$ cat src/hdl/swr_pkg.sv
// Package: types and constants shared by the sliding window receiver modules.
`default_nettype none

package swr_pkg;

  localparam int SEQ_W = 32;
  localparam int CFG_W = 9;

  // Window size after reset.
  localparam logic [CFG_W-1:0] WINDOW_RESET = 9'd200;

  // Input queue between front and back.
  localparam int Q_DEPTH = 2;
  localparam int Q_PTR_W = 1;
  localparam int Q_CNT_W = 2;

  typedef struct packed {
    logic [SEQ_W-1:0] seq_num;
    logic             is_finish;
  } swr_item_t;

  // Queue head as seen by the back end.
  typedef struct packed {
    logic      valid;
    swr_item_t item;
  } swr_q_t;

  // Back end control toward the front end.
  typedef struct packed {
    logic pop;
    logic clearing;
  } swr_bk_t;

endpackage

`default_nettype wire

$ cat src/hdl/swr_front.sv
// Front end: accepts packet transactions into a short queue for the back end.
`default_nettype none

module swr_front (
  input  wire logic                     clk,
  input  wire logic                     rst,
  input  wire logic                     in_valid,
  output logic                          in_ready,
  input  wire logic [swr_pkg::SEQ_W-1:0] seq_num,
  input  wire logic                     is_finish,
  output swr_pkg::swr_q_t               q,
  input  wire swr_pkg::swr_bk_t         bk
);
  import swr_pkg::*;

  swr_item_t             slots [Q_DEPTH];
  logic [Q_PTR_W-1:0]    wr_ptr;
  logic [Q_PTR_W-1:0]    rd_ptr;
  logic [Q_CNT_W-1:0]    count;
  logic                  push;
  logic                  pop;

  // No transaction taken while the back end sweeps its bit store.
  assign in_ready = !bk.clearing && (count != Q_CNT_W'(Q_DEPTH));
  assign push     = in_valid && in_ready;
  assign pop      = bk.pop && (count != '0);

  assign q.valid = (count != '0);
  assign q.item  = slots[rd_ptr];

  // Pointers and fill count
  always_ff @(posedge clk) begin
    if (rst) begin
      wr_ptr <= '0;
      rd_ptr <= '0;
      count  <= '0;
    end else begin
      if (push) begin
        wr_ptr <= (wr_ptr == Q_PTR_W'(Q_DEPTH - 1)) ? '0 : wr_ptr + 1'b1;
      end
      if (pop) begin
        rd_ptr <= (rd_ptr == Q_PTR_W'(Q_DEPTH - 1)) ? '0 : rd_ptr + 1'b1;
      end
      if (push && !pop) begin
        count <= count + 1'b1;
      end else if (pop && !push) begin
        count <= count - 1'b1;
      end
    end
  end

  // Queue storage
  always_ff @(posedge clk) begin
    if (push) begin
      slots[wr_ptr] <= '{seq_num: seq_num, is_finish: is_finish};
    end
  end

endmodule

`default_nettype wire

$ cat src/hdl/swr_back.sv
// Back end: window check, received-bit store, window slide and ack register.
`default_nettype none

module swr_back #(
  parameter int WINDOW_DEPTH = 256
) (
  input  wire logic                      clk,
  input  wire logic                      rst,
  input  wire swr_pkg::swr_q_t           q,
  output swr_pkg::swr_bk_t               bk,
  input  wire logic                      cfg_valid,
  output logic                           cfg_ready,
  input  wire logic [swr_pkg::CFG_W-1:0] window_size,
  output logic                           out_valid,
  input  wire logic                      out_ready,
  output logic [swr_pkg::SEQ_W-1:0]      cumulative_ack,
  output logic [swr_pkg::SEQ_W-1:0]      selective_ack,
  output logic                           store_payload,
  output logic                           finished
);
  import swr_pkg::*;

  localparam int IDX_W = $clog2(WINDOW_DEPTH);
  localparam int EW_W  = IDX_W + 1;
  localparam logic [EW_W-1:0]  DEPTH_W  = EW_W'(WINDOW_DEPTH);
  localparam logic [IDX_W-1:0] LAST_IDX = IDX_W'(WINDOW_DEPTH - 1);

  typedef enum logic [4:0] {
    S_CLEAR  = 5'b00001,
    S_IDLE   = 5'b00010,
    S_MARK   = 5'b00100,
    S_SLIDE  = 5'b01000,
    S_RESULT = 5'b10000
  } state_t;

  state_t             state;
  state_t             state_next;
  logic [IDX_W-1:0]   clr_addr;
  logic [IDX_W-1:0]   head;
  logic [SEQ_W-1:0]   next_expected;
  logic [SEQ_W-1:0]   last_seq;
  logic               last_known;
  logic [CFG_W-1:0]   win_size;

  logic [IDX_W-1:0]   cur_slot;
  logic               cur_zero;
  logic [SEQ_W-1:0]   sel_ack;
  logic               store_flag;

  // Received-bit store
  logic               mem [WINDOW_DEPTH];
  logic               mem_we;
  logic [IDX_W-1:0]   mem_wa;
  logic               mem_wd;
  logic               mem_re;
  logic [IDX_W-1:0]   mem_ra;
  logic               rd_data;

  logic [EW_W-1:0]    eff_win;
  logic [SEQ_W-1:0]   offset;
  logic               in_win;
  logic [EW_W-1:0]    slot_sum;
  logic [IDX_W-1:0]   slot;
  logic [IDX_W-1:0]   head_inc;
  logic               load_out;

  assign cfg_ready   = 1'b1;

  // Window limit and in-window test for the queue head
  assign eff_win  = (32'(win_size) > 32'(WINDOW_DEPTH)) ? DEPTH_W : EW_W'(win_size);
  assign offset   = q.item.seq_num - next_expected;
  assign in_win   = offset < 32'(eff_win);
  assign slot_sum = {1'b0, head} + offset[IDX_W:0];
  assign slot     = (slot_sum >= DEPTH_W) ? IDX_W'(slot_sum - DEPTH_W)
                                          : slot_sum[IDX_W-1:0];
  assign head_inc = (head == LAST_IDX) ? '0 : head + 1'b1;
  assign load_out = !out_valid || out_ready;

  // Sequencer: memory port control and next state
  always_comb begin
    state_next  = state;
    bk.pop      = 1'b0;
    bk.clearing = (state == S_CLEAR);
    mem_we      = 1'b0;
    mem_wa      = head;
    mem_wd      = 1'b0;
    mem_re      = 1'b0;
    mem_ra      = slot;
    case (state)
      S_CLEAR: begin
        mem_we = 1'b1;
        mem_wa = clr_addr;
        if (clr_addr == LAST_IDX) begin
          state_next = S_IDLE;
        end
      end
      S_IDLE: begin
        if (q.valid) begin
          bk.pop = 1'b1;
          if (in_win) begin
            mem_re     = 1'b1;
            state_next = S_MARK;
          end else begin
            state_next = S_RESULT;
          end
        end
      end
      S_MARK: begin
        if (cur_zero) begin
          // head slot is filled: it slides out at once, so it is never set
          mem_re     = 1'b1;
          mem_ra     = head_inc;
          state_next = S_SLIDE;
        end else begin
          mem_we     = 1'b1;
          mem_wa     = cur_slot;
          mem_wd     = 1'b1;
          state_next = S_RESULT;
        end
      end
      S_SLIDE: begin
        if (rd_data) begin
          mem_we = 1'b1;
          mem_re = 1'b1;
          mem_ra = head_inc;
        end else begin
          state_next = S_RESULT;
        end
      end
      S_RESULT: begin
        if (load_out) begin
          state_next = S_IDLE;
        end
      end
      default: begin
        state_next = S_IDLE;
      end
    endcase
  end

  // Bit store with registered read
  always_ff @(posedge clk) begin
    if (mem_we) begin
      mem[mem_wa] <= mem_wd;
    end
    if (mem_re) begin
      rd_data <= mem[mem_ra];
    end
  end

  // Control state
  always_ff @(posedge clk) begin
    if (rst) begin
      state         <= S_CLEAR;
      clr_addr      <= '0;
      head          <= '0;
      next_expected <= '0;
      last_seq      <= '0;
      last_known    <= 1'b0;
      win_size      <= WINDOW_RESET;
      out_valid     <= 1'b0;
    end else begin
      state <= state_next;
      if (cfg_valid) begin
        win_size <= window_size;
      end
      case (state)
        S_CLEAR: begin
          clr_addr <= clr_addr + 1'b1;
        end
        S_IDLE: begin
          if (q.valid && q.item.is_finish) begin
            last_seq   <= q.item.seq_num;
            last_known <= 1'b1;
          end
        end
        S_MARK: begin
          if (cur_zero) begin
            head          <= head_inc;
            next_expected <= next_expected + 1'b1;
          end
        end
        S_SLIDE: begin
          if (rd_data) begin
            head          <= head_inc;
            next_expected <= next_expected + 1'b1;
          end
        end
        default: begin
        end
      endcase
      // Result register
      if ((state == S_RESULT) && load_out) begin
        out_valid <= 1'b1;
      end else if (out_ready) begin
        out_valid <= 1'b0;
      end
    end
  end

  // Per-transaction payload
  always_ff @(posedge clk) begin
    if ((state == S_IDLE) && q.valid) begin
      cur_slot   <= slot;
      cur_zero   <= (offset == '0);
      sel_ack    <= in_win ? q.item.seq_num : next_expected;
      store_flag <= 1'b0;
    end
    if (state == S_MARK) begin
      store_flag <= !rd_data;
    end
    if ((state == S_RESULT) && load_out) begin
      cumulative_ack <= next_expected;
      selective_ack  <= sel_ack;
      store_payload  <= store_flag;
      finished       <= last_known && (next_expected == last_seq + 1'b1);
    end
  end

endmodule

`default_nettype wire

$ cat src/hdl/sliding_window_receiver_top.sv
// Top level of the selective-repeat sliding window receiver.
//
//  channel  | handshake           | payload
//  ---------+---------------------+------------------------------------------------
//  input    | in_valid/in_ready   | seq_num, is_finish
//  output   | out_valid/out_ready | cumulative_ack, selective_ack, store_payload, finished
//  config   | cfg_valid/cfg_ready | window_size
//
// A packet outside the window goes from idle straight to the result state;
// one inside reads its slot, then marks it or slides the window slot by
// slot over the received-bit memory before the result state. After reset
// a clearing pass sweeps that memory with in_ready low; cfg_ready is
// always high. A two-entry queue keeps taking packets while a result waits.
`default_nettype none

module sliding_window_receiver_top #(
  parameter int WINDOW_DEPTH = 256
) (
  input  wire logic                      clk,
  input  wire logic                      rst,
  input  wire logic                      in_valid,
  output logic                           in_ready,
  input  wire logic [swr_pkg::SEQ_W-1:0] seq_num,
  input  wire logic                      is_finish,
  output logic                           out_valid,
  input  wire logic                      out_ready,
  output logic [swr_pkg::SEQ_W-1:0]      cumulative_ack,
  output logic [swr_pkg::SEQ_W-1:0]      selective_ack,
  output logic                           store_payload,
  output logic                           finished,
  input  wire logic                      cfg_valid,
  output logic                           cfg_ready,
  input  wire logic [swr_pkg::CFG_W-1:0] window_size
);
  import swr_pkg::*;

  swr_q_t  q;
  swr_bk_t bk;

  swr_front u_front (
    .clk       (clk),
    .rst       (rst),
    .in_valid  (in_valid),
    .in_ready  (in_ready),
    .seq_num   (seq_num),
    .is_finish (is_finish),
    .q         (q),
    .bk        (bk)
  );

  swr_back #(
    .WINDOW_DEPTH (WINDOW_DEPTH)
  ) u_back (
    .clk            (clk),
    .rst            (rst),
    .q              (q),
    .bk             (bk),
    .cfg_valid      (cfg_valid),
    .cfg_ready      (cfg_ready),
    .window_size    (window_size),
    .out_valid      (out_valid),
    .out_ready      (out_ready),
    .cumulative_ack (cumulative_ack),
    .selective_ack  (selective_ack),
    .store_payload  (store_payload),
    .finished       (finished)
  );

endmodule

`default_nettype wire

$ cat config.mk
export PLATFORM = sky130hd
export DESIGN_NAME = sliding_window_receiver_top
export DESIGN_NICKNAME = d
export VERILOG_FILES = /design/src/hdl/swr_pkg.sv /design/src/hdl/swr_front.sv /design/src/hdl/swr_back.sv /design/src/hdl/sliding_window_receiver_top.sv
export SDC_FILE = /design/constraint.sdc
export NUM_CORES = 1
export LEC_CHECK = 0
export ABC_AREA = 1
export BUFFER_PORTS_ARGS = -buffer_cell sky130_fd_sc_hd__buf_2
export CAP_MARGIN = 20
export CORE_MARGIN = 1
export CORE_UTILIZATION = 37
export DETAILED_ROUTE_END_ITERATION = 7
export MAX_ROUTING_LAYER = met4
export PLACE_DENSITY = 0.55
export SETUP_SLACK_MARGIN = 0.5
export SLEW_MARGIN = 20
export SYNTH_ARGS = -nofsm -noshare
export SYNTH_HDL_FRONTEND = slang
export SYNTH_SLANG_ARGS = --single-unit
$ cat constraint.sdc
create_clock -name clk -period 9.75 [get_ports clk]
set_clock_uncertainty 0.05 [all_clocks]
set_input_delay 1.95 -clock clk [delete_from_list [all_inputs] [get_ports clk]]
set_output_delay 1.95 -clock clk [all_outputs]
set_load 0.01 [all_outputs]
# Word-level counts from Yosys, hierarchy flattened
# Memory sizes are Yosys's and may differ from the RTL's. A register that Yosys moved wholly into a read port is not among the register bits.
# Index checks and enable logic that the tools add are counted.
# totals
ram_bits,322
output_inout_bits,69
inputBits,47
word_cells,120
mem_count,2
register_bits,208
# memory_table
memory,depth,word_bits,rd,rd_clocked_by_memory_dff,wr,line_no,rtl
u_back.mem,256,1,1,1,1,swr_back.sv:51,logic mem [WINDOW_DEPTH];
u_front.slots,2,33,1,1,1,swr_front.sv:16,swr_item_t slots [Q_DEPTH];
# op_classes
n_mux,46
magnitude_cmp,3
add_sub_neg,11
n_reduce_logical,24
n_eq_ne,15
# ops
op,n
32-bit two-way mux,3
"32-bit by 1-bit adder with 32-bit output, second input constant",2
32-bit one-hot mux with 2 select lines,1
8-bit two-way mux,7
8-bit one-hot mux with 2 select lines,3
32-bit equality test,1
32-bit logical NOT,1
32-bit by 9-bit less-than comparator with 1-bit output,1
32-bit subtractor,1
5-bit two-way mux,6
5-bit one-hot mux with 5 select lines,1
1-bit two-way mux,20
"8-bit by 1-bit adder with 8-bit output, second input constant",2
"8-bit equality test, second input constant",2
"2-bit by 1-bit != test with 1-bit output, second input constant",5
2-bit nonzero test,5
8-bit by 9-bit adder with 9-bit output,1
"9-bit greater-or-equal comparator, second input constant",1
"9-bit > comparator, second input constant",1
1-bit logical AND,9
9-bit two-way mux,1
"8-bit by 1-bit subtractor with 8-bit output, second input constant",1
1-bit one-hot mux with 3 select lines,2
"5-bit by 1-bit equality test with 1-bit output, second input constant",1
14 further kinds,21

# Longest topological paths before layout
# Gate-level depths: netlist of the first run.
# depth
depth_word,8
depth_mapped,27
depth_no_buf,25

# Cells and area by module
# A second synthesis of the first run with hierarchy kept.
# hier_totals
cells_unflattened,3168
hier_area_um2,27800.4
# by_module_without_submodules
mod,seq_area_each_um2,area_each_um2,n_inst,cells_per_inst
swr_back,12882.4,25009.0,1,3025
swr_front,2082.0,2791.4,1,143

# Worst setup path after synthesis of the first run
# No wires, ideal clock.
# synth_timing
path_type,input -> register
from,input out_ready
to,"register u_back.cumulative_ack[0] in the netlist's numbering, enable pin"
arrival_time_ns,4.750
setup_ns,0.490
path_slack_ns,4.460
required_ns,9.210
cell_stages,2
n_path_buf,0
cell_sequence,nor2_1 nor2_1
# synth_between
elab_chain_len,2
# synth_lines
item,line_no,rtl
start: declaration,sliding_window_receiver_top.sv:26,"input wire logic out_ready,"
1-bit logical OR,swr_back.sv:77,assign load_out = !out_valid || out_ready;
1-bit logical AND,swr_back.sv:212,if ((state == S_RESULT) && load_out) begin
end signal: assignment,swr_back.sv:213,cumulative_ack <= next_expected;
end: declaration,swr_back.sv:16,"output logic [swr_pkg::SEQ_W-1:0] cumulative_ack,"
# No other way between the ends.
# A chain may end at the register's enable or synchronous reset.

==> results of run 1 <==
synth_stat cells (15+ instances only):
library cell	instances	area share
nand2_1	686	0.095
inv_1	442	0.061
nor2_1	438	0.060
edfxtp_1	431	0.48
nand3_1	285	0.052
o21ai_0	133	0.024
dfxtp_1	101	0.074
a21oi_1	97	0.018
clkbuf_1	78	0.011
nand3b_1	65	0.018
xor2_1	59	0.019
ha_1	51	0.023
nor3_1	44	0.0081
buf_2	42	0.0077
or2_2	34	0.0078
nand4_1	31	0.0071
xnor2_1	15	0.0048
logic make-up after synthesis:
kind of cell / share of synthesized area
buffers and inverters: 0.0815
multiplexers: 0.000367
flip-flops: 0.549
XOR/XNOR: 0.0238
AND/OR/NAND/NOR: 0.263
adder cells (fa/ha/maj): 0.0249
other: 0.000138
AO/OA/AOI/OAI: 0.0572
registers in the layout, summed over array words and instances, names as in the netlist, 2 cells and up, named ones only:
name,flops
u_back.clr_addr,8
u_back.cumulative_ack,32
u_back.cur_slot,8
u_back.head,8
u_back.last_seq,32
u_back.mem,256
u_back.next_expected,32
u_back.sel_ack,32
u_back.selective_ack,32
u_back.state,5
u_back.win_size,9
u_front.count,2
u_front.slots,66
final timing paths:
| check | slack, ps | startpoint | cells past startpoint | end |
|---|---|---|---|---|
| min | 370 | u_back.sel_ack[29] | 0 | u_back.selective_ack[29] |
| max | 3900 | flop | 19 | u_back.rd_data |
| max reg2reg | 3900 | flop | 19 | u_back.rd_data |
| min reg2reg | 370 | u_back.sel_ack[29] | 0 | u_back.selective_ack[29] |
metrics by stage:
stage / utilization / cells / setup slack, ps / instance area [µm²] / hold slack, ps
final: 0.420 / 4233 / 3900 / 30700 / 370
after global routing: 0.420 / 4233 / 3520 / 30700 / 373
after floorplan: - / 3152 / 4460 / 27200 / 350
after CTS: 0.420 / 4233 / 3940 / 30700 / 371
after global placement: 0.394 / 4123 / 3900 / 28700 / 351
after detailed placement: 0.394 / 4125 / 3900 / 28700 / 355
layout make-up:
cell class / instances / share of cell area
Clock buffer: 64 / 0.0474
Clock inverter: 44 / 0.0155
Inverter: 449 / 0.0550
Multi-Input combinational cell: 2045 / 0.330
Sequential cell: 532 / 0.488
Timing Repair Buffer: 140 / 0.0250
Tap cell: 959 / 0.0391
routing by layer:
| layer | up-vias | share of wire |
|---|---|---|
| met5 | - | 0 |
| met4 | 0 | 0.021 |
| met3 | 100 | 0.058 |
| met2 | 555 | 0.44 |
| met1 | 9991 | 0.48 |
| li1 | 10400 | - |
power by group:
group	switching, mW	internal [mW]
Sequential	0.0153	2.47
Combinational	0.518	0.191
Clock	0.969	1.27
critical path, stage by stage, from the launching register on:
cell and delay (ps):
dfxtp_1 310, buf_4 310, inv_1 460, or2_2 430, o21ai_0 100, inv_1 130
fa_1 530, xor2_1 330, ha_1 340, nand3_1 100, nand3_1 100, xor2_1 190
o21ai_2 840, inv_1 640, nand3_1 260, nand3_1 120, nand3_1 110, nand3_1 80
nand3_1 110, nand2_1 60
==> metrics.md, run 1 <==
| Metric | Value |
|---|---|
| Buffer count from post-CTS setup fixing | 0 |
| Core ar. | 73000 µm² |
| Crit. End Element | flop |
| GR Layer Usage met1 | 0.313 |
| Data arrival, critical path | 6230 ps |
| RSZ-0062 raised after global routing | no |
| CP max FO | 34 |
| Critical path class | flop to flop |
| Worst Max-Slew Pin Slew | 1110 ps |
| Met3 usage | 0.0334 |
| PnR Total Power | 5.43 mW |
| Initial cell density of the core | 0.373 |
| Nets@finish | 3325 |
| Io pins | 116 |
| Leakage | 12.1 nW |
| DIE AREA | 74700 µm² |
| Num Clock Sinks | 532 |
| Fill count | 7332 |
| GRT met2 Usage | 0.324 |
| Worst slew margin | 0.254 |
| Commonest non-fill, non-tap cell in the layout | nand2_1 |
| CTS tree | built |
| Inserted Clock Buffers | 57 |
| Total negative slack | 0 ps |
| Clk slew on worst S/H paths | 60 ps |
| Vias | 21.1k |
| Total Wirelength | 79.7 mm |
| Clk buf depth | 3 |
| Layout cells sized above 1 | 0.0971 |
| Clk root buf | clkbuf_16 |
| Post-synth ARST share | 0 |
| Tot GR Track Use | 0.219 |
| Vias in the first global route | 19.9k |
| Number of cell rows | 99 |
| Initial antenna violation count | 0 |
| Vias per inst | 4.98 |
| Multi-input logic area | 10100 µm² |
| Number of synthesized flops with an enable pin | 431 |
| Congestion Overflow GR | 0 |
| Post-Syn Area per Cell | 8.64 µm² |
| Syn_nets | 3252 |
| H-tree depth | 2 |
| Final hold viol count | 0 |
| Drt pass-1 iters | 6 |
| Hold-fix buffers, CTS | 0 |
| Post-synth cell types | 48 |
| # diodes | 0 |
| Cts repair resizes | 0 |
| Max VDD drop | 126 µV |
| Tmin final | 5850 ps |
| Iteration-0 DRC Markers | 2020 |
| Fin crit share | 0.600 |
| Hpwl dp | 53.1 mm |
| Main synth FF type | edfxtp_1 |
| DRC viols | 0 |
| Setup violations, final | 0 |
| Worst-Skew Late Latency | 670 ps |
| Mapped Cells | 3152 |
| I/O Buffers | 114 |
| Sequential area share after synthesis | 0.549 |
| Max_cap viols | 0 |
| DIE WIDTH | 273 µm |
| Largest net degree at the start of global routing | 116 |
| Register area | 15000 µm² |
| Layout overhead on the synthesized area | 12.6% |
| WL/cell | 18.8 µm |
| First-pass GRT wire length | 121 mm |
| PD cells | 177 nW/µm² |
| Most frequent cells in the layout | nand2_1, inv_1, nor2_1 |
| Fin. max-slew vios | 0 |
| Worst EP required | 10130 ps |
| Startpoint Class | flop |
| Yosys warns | 0 |
| Maximum clock rate | 0.171 GHz |
| Synth Cell Area | 27200 µm² |
| GP Congestion | 0.924 |
| Synth Register Bits | 532 |
| Antenna-violating nets left | 0 |
| Die Span Y | 273 µm |
| Grt peak-use layer | met2 |
| Hold Crit Class | flop to flop |
| Status | completed |
Note: power is estimated with default switching activity, not from simulation.
==> run 2: changes to the inputs <==
--- a/config.mk
+++ b/config.mk
@@ -12,7 +12,7 @@
 export CORE_UTILIZATION = 37
 export DETAILED_ROUTE_END_ITERATION = 7
 export MAX_ROUTING_LAYER = met4
-export PLACE_DENSITY = 0.55
+export PLACE_DENSITY = 0.57
 export SETUP_SLACK_MARGIN = 0.5
 export SLEW_MARGIN = 20
 export SYNTH_ARGS = -nofsm -noshare
==> constraint.sdc (replaced) <==
create_clock -name clk -period 5.35 [get_ports clk]
set_clock_uncertainty 0.05 [all_clocks]
set_input_delay 1.07 -clock clk [delete_from_list [all_inputs] [get_ports clk]]
set_output_delay 1.07 -clock clk [all_outputs]
set_load 0.01 [all_outputs]
==> run 2 against run 1 <==
Compared with the run above:
- sequential share of layout area fell by 0.33 points
- cell area rose by 0.67%
- combinational power rose by 88%
- routed wire length fell by 3.8%
- maximum frequency rose by 28%
- highest routed layer unchanged
==> metrics.md, run 2 (same netlist as run 1, synthesis figures left out) <==
| Metric | Value |
|---|---|
| R2r endpoint | u_back.rd_data (unchanged) |
| Startpoint Class | flop (unchanged) |
| Vias per inst | 4.99 (was 4.98) |
| Most frequent cells in the layout | nand2_1, inv_1, nor2_1 (unchanged) |
| Setup violations, final | 0 (unchanged) |
| GP Congestion | 0.944 (was 0.924) |
| Finished Layout Cells | 4258 (was 4233) |
| Worst Max-Slew Pin Slew | 1080 ps (was 1110 ps) |
| Fin crit share | 0.853 (was 0.600) |
| Io pins | 116 (unchanged) |
| PnR Total Power | 9.77 mW (was 5.43 mW) |
| H-tree depth | 2 (unchanged) |
| Worst slew margin | 0.282 (was 0.254) |
| # diodes | 0 (unchanged) |
| CP most frequent cell | nand3_1 (unchanged) |
| Number of cell rows | 99 (unchanged) |
| Critical path, cell by cell | buf_4, mux2i_1, ha_1, inv_1, fa_1, inv_1, fa_1, xnor2_1, inv_1, o21ai_2, inv_1, buf_4, nand3_1, nand3_1, nand3_1, nand3_1, nand3_1, nand3_1, nand2_1 (was buf_4, inv_1, or2_2, o21ai_0, inv_1, fa_1, xor2_1, ha_1, nand3_1, nand3_1, xor2_1, o21ai_2, inv_1, nand3_1, nand3_1, nand3_1, nand3_1, nand3_1, nand2_1) |
| Crit path setup slack, layout | 784 ps (was 3900 ps) |
| Post-route cell area | 30900 µm² (was 30700 µm²) |
| Tmin final | 4570 ps (was 5850 ps) |
| PD cells | 316 nW/µm² (was 177 nW/µm²) |
| Fin Hold WS | 368 ps (was 370 ps) |
| I/O Buffers | 114 (unchanged) |
| Vias in the first global route | 19.6k (was 19.9k) |
| Drt pass-1 iters | 5 (was 6) |
| Combinational fraction of design power | 0.136 (was 0.131) |
| Layout cells sized above 1 | 0.102 (was 0.0971) |
| Most flop-heavy register | u_back.mem (unchanged) |
| Crit. End Element | flop (unchanged) |
| Placed cell area | 29000 µm² (was 28700 µm²) |
| Initial antenna violation count | 1 (was 0) |
| Final hold viol count | 0 (unchanged) |
| Register-to-Register Path Depth | 19 (unchanged) |
| Core ar. | 73000 µm² (unchanged) |
| Core Util, Final | 0.423 (was 0.420) |
| First-pass GRT wire length | 117 mm (was 121 mm) |
| DIE WIDTH | 273 µm (unchanged) |
| Num Clock Sinks | 532 (unchanged) |
| Iteration-0 DRC Markers | 1908 (was 2020) |
| Clock power share | 0.401 (was 0.412) |
| Largest net degree at the start of global routing | 142 (was 116) |
| Hold Crit Class | flop to flop (unchanged) |
| Setup WS pre-CTS | 371 ps (was 3900 ps) |
| Critical path class | flop to flop (unchanged) |
| Commonest non-fill, non-tap cell in the layout | nand2_1 (unchanged) |
| Placed Cells | 4149 (was 4125) |
| Max_cap viols | 0 (unchanged) |
| DRC viols | 0 (unchanged) |
| DIE AREA | 74700 µm² (unchanged) |
| Slowest cell on the critical path | fa_1 (was o21ai_2) |
| Tot GR Track Use | 0.210 (was 0.219) |
| Worst EP required | 5700 ps (was 10130 ps) |
| Fin. max-slew vios | 0 (unchanged) |
| CTS tree | built (unchanged) |
| Max FFs per register | 256 (unchanged) |
| Total negative slack | 0 ps (unchanged) |
| Inserted Clock Buffers | 56 (was 57) |
| Layout overhead on the synthesized area | 13.3% (was 12.6%) |
| Clk slew on worst S/H paths | 60 ps (about the same) |
| Hpwl dp | 51.3 mm (was 53.1 mm) |
| Cells on Worst Hold Path | 0 (unchanged) |
| Hold-fix buffers, CTS | 0 (unchanged) |
| Status | completed (unchanged) |
| Nets@finish | 3352 (was 3325) |
| Vias | 21.3k (was 21.1k) |
| Leakage | 12.3 nW (was 12.1 nW) |
| RSZ-0062 raised after global routing | no (unchanged) |
| Top Registers | u_back.mem: 256 flops, u_front.slots: 66 flops (unchanged) |
| Antenna-violating nets left | 0 (unchanged) |
| Sequential power share | 0.463 (was 0.457) |
| End of the critical path | u_back.rd_data (unchanged) |
| CP max FO | 19 (was 34) |
| Maximum clock rate | 0.219 GHz (was 0.171 GHz) |
| Clk buf depth | 3 (unchanged) |
| Reg2reg setup slack | 780 ps (was 3900 ps) |
| Slowest Stage Delay on Critical Path | 570 ps (was 840 ps) |
| Max VDD drop | 245 µV (was 126 µV) |
| Int Pwr | 7.09 mW (was 3.93 mW) |
| P_sw | 2.68 mW (was 1.50 mW) |
| Worst-Skew Late Latency | 650 ps (was 670 ps) |
| Total Wirelength | 76.7 mm (was 79.7 mm) |
| Initial cell density of the core | 0.373 (unchanged) |
| Switching share of total power | 0.274 (was 0.277) |
| Data arrival, critical path | 4920 ps (was 6230 ps) |
| Die Span Y | 273 µm (unchanged) |
| Clk root buf | clkbuf_16 (unchanged) |
| Congestion Overflow GR | 0 (unchanged) |
| WL/cell | 18.0 µm (was 18.8 µm) |
[run 2: cell types whose count changed in the layout (fill, tap and decap cells not counted), moves of 2 or more]
cell / change
clkinv_4: +3
bufinv_16: -3
clkinv_1: -2
clkbuf_8: +2
inv_1: +2
buf_4: +23
clkinvlp_4: -7
clkinv_2: -8
clkbuf_1: +9
buf_12: +5
[run 2: cell type report]
type / instances / area, µm²
flip-flops and latches: 532 / 15000
clock inverters: 29 / 320
fillers: 7239 / 42100
well taps: 959 / 1200
clock buffers: 76 / 1520
inverters: 449 / 1690
repair buffers: 168 / 1040
multi-input cells: 2045 / 10100
[run 2: repair_timing]
item,4_1_cts,5_1_grt
gates resized for setup,1,4
pin swaps,0,1
endpoints found under the hold margin,0,0
gates cloned,0,0
setup buffers,0,3
setup endpoints to repair,1,28
[run 2: critical path, delay by kind of cell, from the launching register on]
| family | cells | cell delay, ps |
|---|---|---|
| compound gates | 1 | 70 |
| simple gates | 7 | 760 |
| buf+inv | 6 | 1390 |
| fa+ha+maj | 3 | 1210 |
| xor+xnor | 1 | 170 |
| mux | 1 | 340 |
| flops | 1 | 350 |
[run 2: worst min path at each step]
stage                       startpoint                        to  slack (ps)
global route         u_back.sel_ack[3]   u_back.selective_ack[3]         370
detailed placement  u_back.sel_ack[27]  u_back.selective_ack[27]         360
global placement    u_back.sel_ack[14]  u_back.selective_ack[14]         350
floorplan            u_back.sel_ack[0]   u_back.selective_ack[0]         350
CTS                  u_back.sel_ack[3]   u_back.selective_ack[3]         370
finish               u_back.sel_ack[3]   u_back.selective_ack[3]         370
[run 2: power groups by stage]
stage          registers [mW]  logic (mW)  clock network [mW]
2_1_floorplan            4.61       0.838                   0
4_1_cts                  4.52        1.31                3.99
3_5_place_dp             4.61        1.31                   0
3_3_place_gp             4.61        1.31                   0
6_report                 4.52        1.33                3.91
5_1_grt                  4.53        1.47                4.14
[run 2: metal layers]
metal | GRT usage | share of wire | up-vias
met2 | 0.298 | 0.42 | 589
li1 | - | - | 10500
met5 | - | 0 | -
met4 | 0.0453 | 0.019 | 0
met1 | 0.314 | 0.49 | 10100
met3 | 0.0303 | 0.066 | 103
==> run 3: changes to the inputs <==
--- a/config.mk
+++ b/config.mk
@@ -5,7 +5,6 @@
 export SDC_FILE = /design/constraint.sdc
 export NUM_CORES = 1
 export LEC_CHECK = 0
-export ABC_AREA = 1
 export BUFFER_PORTS_ARGS = -buffer_cell sky130_fd_sc_hd__buf_2
 export CAP_MARGIN = 20
 export CORE_MARGIN = 1
==> run 3 against run 2 <==
Compared with the run above:
- critical path type unchanged
- final cell count decreased by 17%
- non-clock buffer count rose by 17
- largest cell class unchanged
- critical path depth decreased by 4
- routed wire length down 8.0%
- sequential power rose by 1%
- clock power is 2% higher
- largest power group unchanged
- critical endpoint is now u_back.sel_ack[7]
- cell area decreased by 1.8%
- sequential share of layout area increased by 0.90 points
- global-route usage is 1.1 points lower
- area after synthesis down 3.3%
==> metrics.md, run 3 <==
| Metric | Value |
|---|---|
| CTS tree | built (unchanged) |
| R2r endpoint | u_back.sel_ack[7] (was u_back.rd_data) |
| # diodes | 0 (unchanged) |
| Register-to-Register Path Depth | 15 (was 19) |
| Max FFs per register | 256 (unchanged) |
| H-tree depth | 2 (unchanged) |
| Initial antenna violation count | 0 (was 1) |
| Fin. max-slew vios | 0 (unchanged) |
| Drt pass-1 iters | 5 (unchanged) |
| Fin crit share | 0.883 (was 0.853) |
| Slowest Stage Delay on Critical Path | 490 ps (was 570 ps) |
| Synth Cell Area | 26400 µm² (was 27200 µm²) |
| Clk root buf | clkbuf_16 (unchanged) |
| Critical path, cell by cell | buf_12, mux2_2, ha_1, a21o_1, a31oi_1, o21bai_1, a211oi_1, a22oi_2, buf_4, nor4_1, a311oi_2, a2111oi_2, nand2_2, buf_12, mux2_4 (was buf_4, mux2i_1, ha_1, inv_1, fa_1, inv_1, fa_1, xnor2_1, inv_1, o21ai_2, inv_1, buf_4, nand3_1, nand3_1, nand3_1, nand3_1, nand3_1, nand3_1, nand2_1) |
| Vias | 19.0k (was 21.3k) |
| Nets@finish | 2642 (was 3352) |
| Multi-input logic area | 10800 µm² (was 10100 µm²) |
| Main synth FF type | edfxtp_1 (unchanged) |
| Reg2reg setup slack | 630 ps (was 780 ps) |
| Yosys warns | 0 (unchanged) |
| Finished Layout Cells | 3530 (was 4258) |
| Number of cell rows | 97 (was 99) |
| Hold-fix buffers, CTS | 0 (unchanged) |
| End of the critical path | u_back.sel_ack[7] (was u_back.rd_data) |
| Data arrival, critical path | 5040 ps (was 4920 ps) |
| DIE AREA | 72300 µm² (was 74700 µm²) |
| Post-Syn Area per Cell | 10.8 µm² (was 8.64 µm²) |
| Vias per inst | 5.38 (was 4.99) |
| Worst-Skew Late Latency | 630 ps (was 650 ps) |
| Startpoint Class | flop (unchanged) |
| Maximum clock rate | 0.212 GHz (was 0.219 GHz) |
| DRC viols | 0 (unchanged) |
| Num Clock Sinks | 532 (unchanged) |
| Tot GR Track Use | 0.199 (was 0.210) |
| Mapped Cells | 2432 (was 3152) |
| Antenna-violating nets left | 0 (unchanged) |
| Clk slew on worst S/H paths | 60 ps (about the same) |
| Fin Hold WS | 367 ps (was 368 ps) |
| Setup violations, final | 0 (unchanged) |
| Tmin final | 4720 ps (was 4570 ps) |
| CP max FO | 27 (was 19) |
| Final hold viol count | 0 (unchanged) |
| Initial cell density of the core | 0.375 (was 0.373) |
| Total negative slack | 0 ps (unchanged) |
| Commonest non-fill, non-tap cell in the layout | edfxtp_1 (was nand2_1) |
| Core Util, Final | 0.432 (was 0.423) |
| I/O Buffers | 114 (unchanged) |
| Post-synth ARST share | 0 (unchanged) |
| Layout overhead on the synthesized area | 15.1% (was 13.3%) |
| Leakage | 10.5 nW (was 12.3 nW) |
| Status | completed (unchanged) |
| Congestion Overflow GR | 0 (unchanged) |
| Synth Register Bits | 532 (unchanged) |
| Most frequent cells in the layout | edfxtp_1, nor2_1, nand2_1 (was nand2_1, inv_1, nor2_1) |
| List of most frequent post-synthesis cells | edfxtp_1, nor2_1, nand2_1 (was nand2_1, inv_1, nor2_1) |
| Clk buf depth | 3 (unchanged) |
| CP most frequent cell | buf_12 (was nand3_1) |
| Count leader, synth | edfxtp_1 (was nand2_1) |
| Cell family with most CP delay | compound AO/OA/AOI/OAI gates (was buffers and inverters) |
| Hpwl dp | 47.1 mm (was 51.3 mm) |
| Post-synth top area cell | edfxtp_1 (unchanged) |
| Fill count | 6611 (was 7239) |
| Layout cells sized above 1 | 0.150 (was 0.102) |
| Total Wirelength | 70.5 mm (was 76.7 mm) |
| RSZ-0062 raised after global routing | no (unchanged) |
| Register area | 15000 µm² (about the same) |
| DIE WIDTH | 269 µm (was 273 µm) |
| Max VDD drop | 273 µV (was 245 µV) |
| Critical path class | flop to flop (unchanged) |
| Worst EP required | 5670 ps (was 5700 ps) |
| GP Congestion | 0.876 (was 0.944) |
| CP Buf/Inv Count | 3 (was 6) |
| Io pins | 116 (unchanged) |
| PD cells | 341 nW/µm² (was 316 nW/µm²) |
| Iteration-0 DRC Markers | 1718 (was 1908) |
| Top Registers | u_back.mem: 256 flops, u_front.slots: 66 flops (unchanged) |
| Placed Cells | 3414 (was 4149) |
| Crit. End Element | flop (unchanged) |
| Hold Crit Class | flop to flop (unchanged) |
| Core ar. | 70300 µm² (was 73000 µm²) |
| Max_cap viols | 0 (unchanged) |
| Post-synth cell types | 81 (was 48) |
| Sequential area share after synthesis | 0.568 (was 0.549) |
| First-pass GRT wire length | 108 mm (was 117 mm) |
| Vias in the first global route | 18.8k (was 19.6k) |
| Number of synthesized flops with an enable pin | 431 (unchanged) |
| Largest net degree at the start of global routing | 132 (was 142) |
| Worst path depth | 15 (was 19) |
| Most flop-heavy register | u_back.mem (unchanged) |
| Worst Max-Slew Pin Slew | 1060 ps (was 1080 ps) |
| Die Span Y | 269 µm (was 273 µm) |
| Syn_nets | 2532 (was 3252) |
| Top-area cell type share of the netlist area | 0.491 (was 0.475) |
| Worst slew margin | 0.273 (was 0.282) |
| WL/cell | 20.0 µm (was 18.0 µm) |
| Synth area leaders | edfxtp_1, dfxtp_1, nor2_1 (was edfxtp_1, nand2_1, dfxtp_1) |
| Inserted Clock Buffers | 56 (unchanged) |
| Slowest cell on the critical path | a211oi_1 (was fa_1) |
[run 3: cell count changes in the layout (fill, tap and decap cells not counted), moves of 58 or more]
cell,before,now
mux2i_1,1,128
nand2_1,684,266
xnor2_1,15,81
o21ai_0,132,46
inv_1,441,61
nand3b_1,65,7
nand3_1,283,46
[run 3: layout make-up]
| cell class | instances | area share |
|---|---|---|
| clock buffer | 60 | 0.0470 |
| clock inverter | 46 | 0.0149 |
| inverter | 63 | 0.00784 |
| multi-input combinational | 1704 | 0.356 |
| sequential | 532 | 0.494 |
| tap | 940 | 0.0388 |
| timing repair buffer | 185 | 0.0415 |
[run 3: cell families after synthesis]
family	Yosys count	share of synthesized area
flops	532	0.568
buf+inv	197	0.0296
simple gates	966	0.164
xor+xnor	113	0.0375
mux	196	0.0812
compound gates	374	0.0941
other cells	1	0.000142
fa+ha+maj	53	0.0257
[run 3: what timing repair did]
action,in CTS,in global routing
gates cloned,0,2
gates resized for setup,4,22
endpoints found under the setup margin,33,34
buffers inserted,1,6
pin swaps,1,4
hold endpoints to repair,0,0
[run 3: how the worst min path moves through the flow]
stage	end	cells after the start	slack [ps]	from
after CTS	u_back.selective_ack[20]	0	370	u_back.sel_ack[20]
after detailed placement	u_back.selective_ack[17]	0	350	u_back.sel_ack[17]
after global routing	u_back.selective_ack[17]	0	380	u_back.sel_ack[17]
after floorplan	u_back.selective_ack[0]	0	350	u_back.sel_ack[0]
final	u_back.selective_ack[26]	0	370	u_back.sel_ack[26]
after global placement	u_back.selective_ack[17]	0	350	u_back.sel_ack[17]
[run 3: metrics by stage]
step	worst slack [ps]	area [µm²]	power, mW
detailed placement	298	28200	6.37
global placement	337	28200	6.35
global route	469	30300	10.7
finish	626	30300	10.3
floorplan	605	26400	5.78
CTS	504	30100	10.4
[run 3: power breakdown]
group	internal, mW	total [mW]	leakage [nW]	switching (mW)
Clock	2.28	3.98	0.913	1.70
Combinational	0.655	1.77	5.12	1.11
Sequential	4.53	4.58	4.42	0.0520
Total	7.47	10.3	10.5	2.87
[run 3: metal layers]
| layer | wire (µm) | track usage |
|---|---|---|
| met3 | 3350 | 0.0225 |
| met4 | 2310 | 0.0702 |
| met2 | 34500 | 0.335 |
| met5 | 0 | - |
| met1 | 30400 | 0.247 |
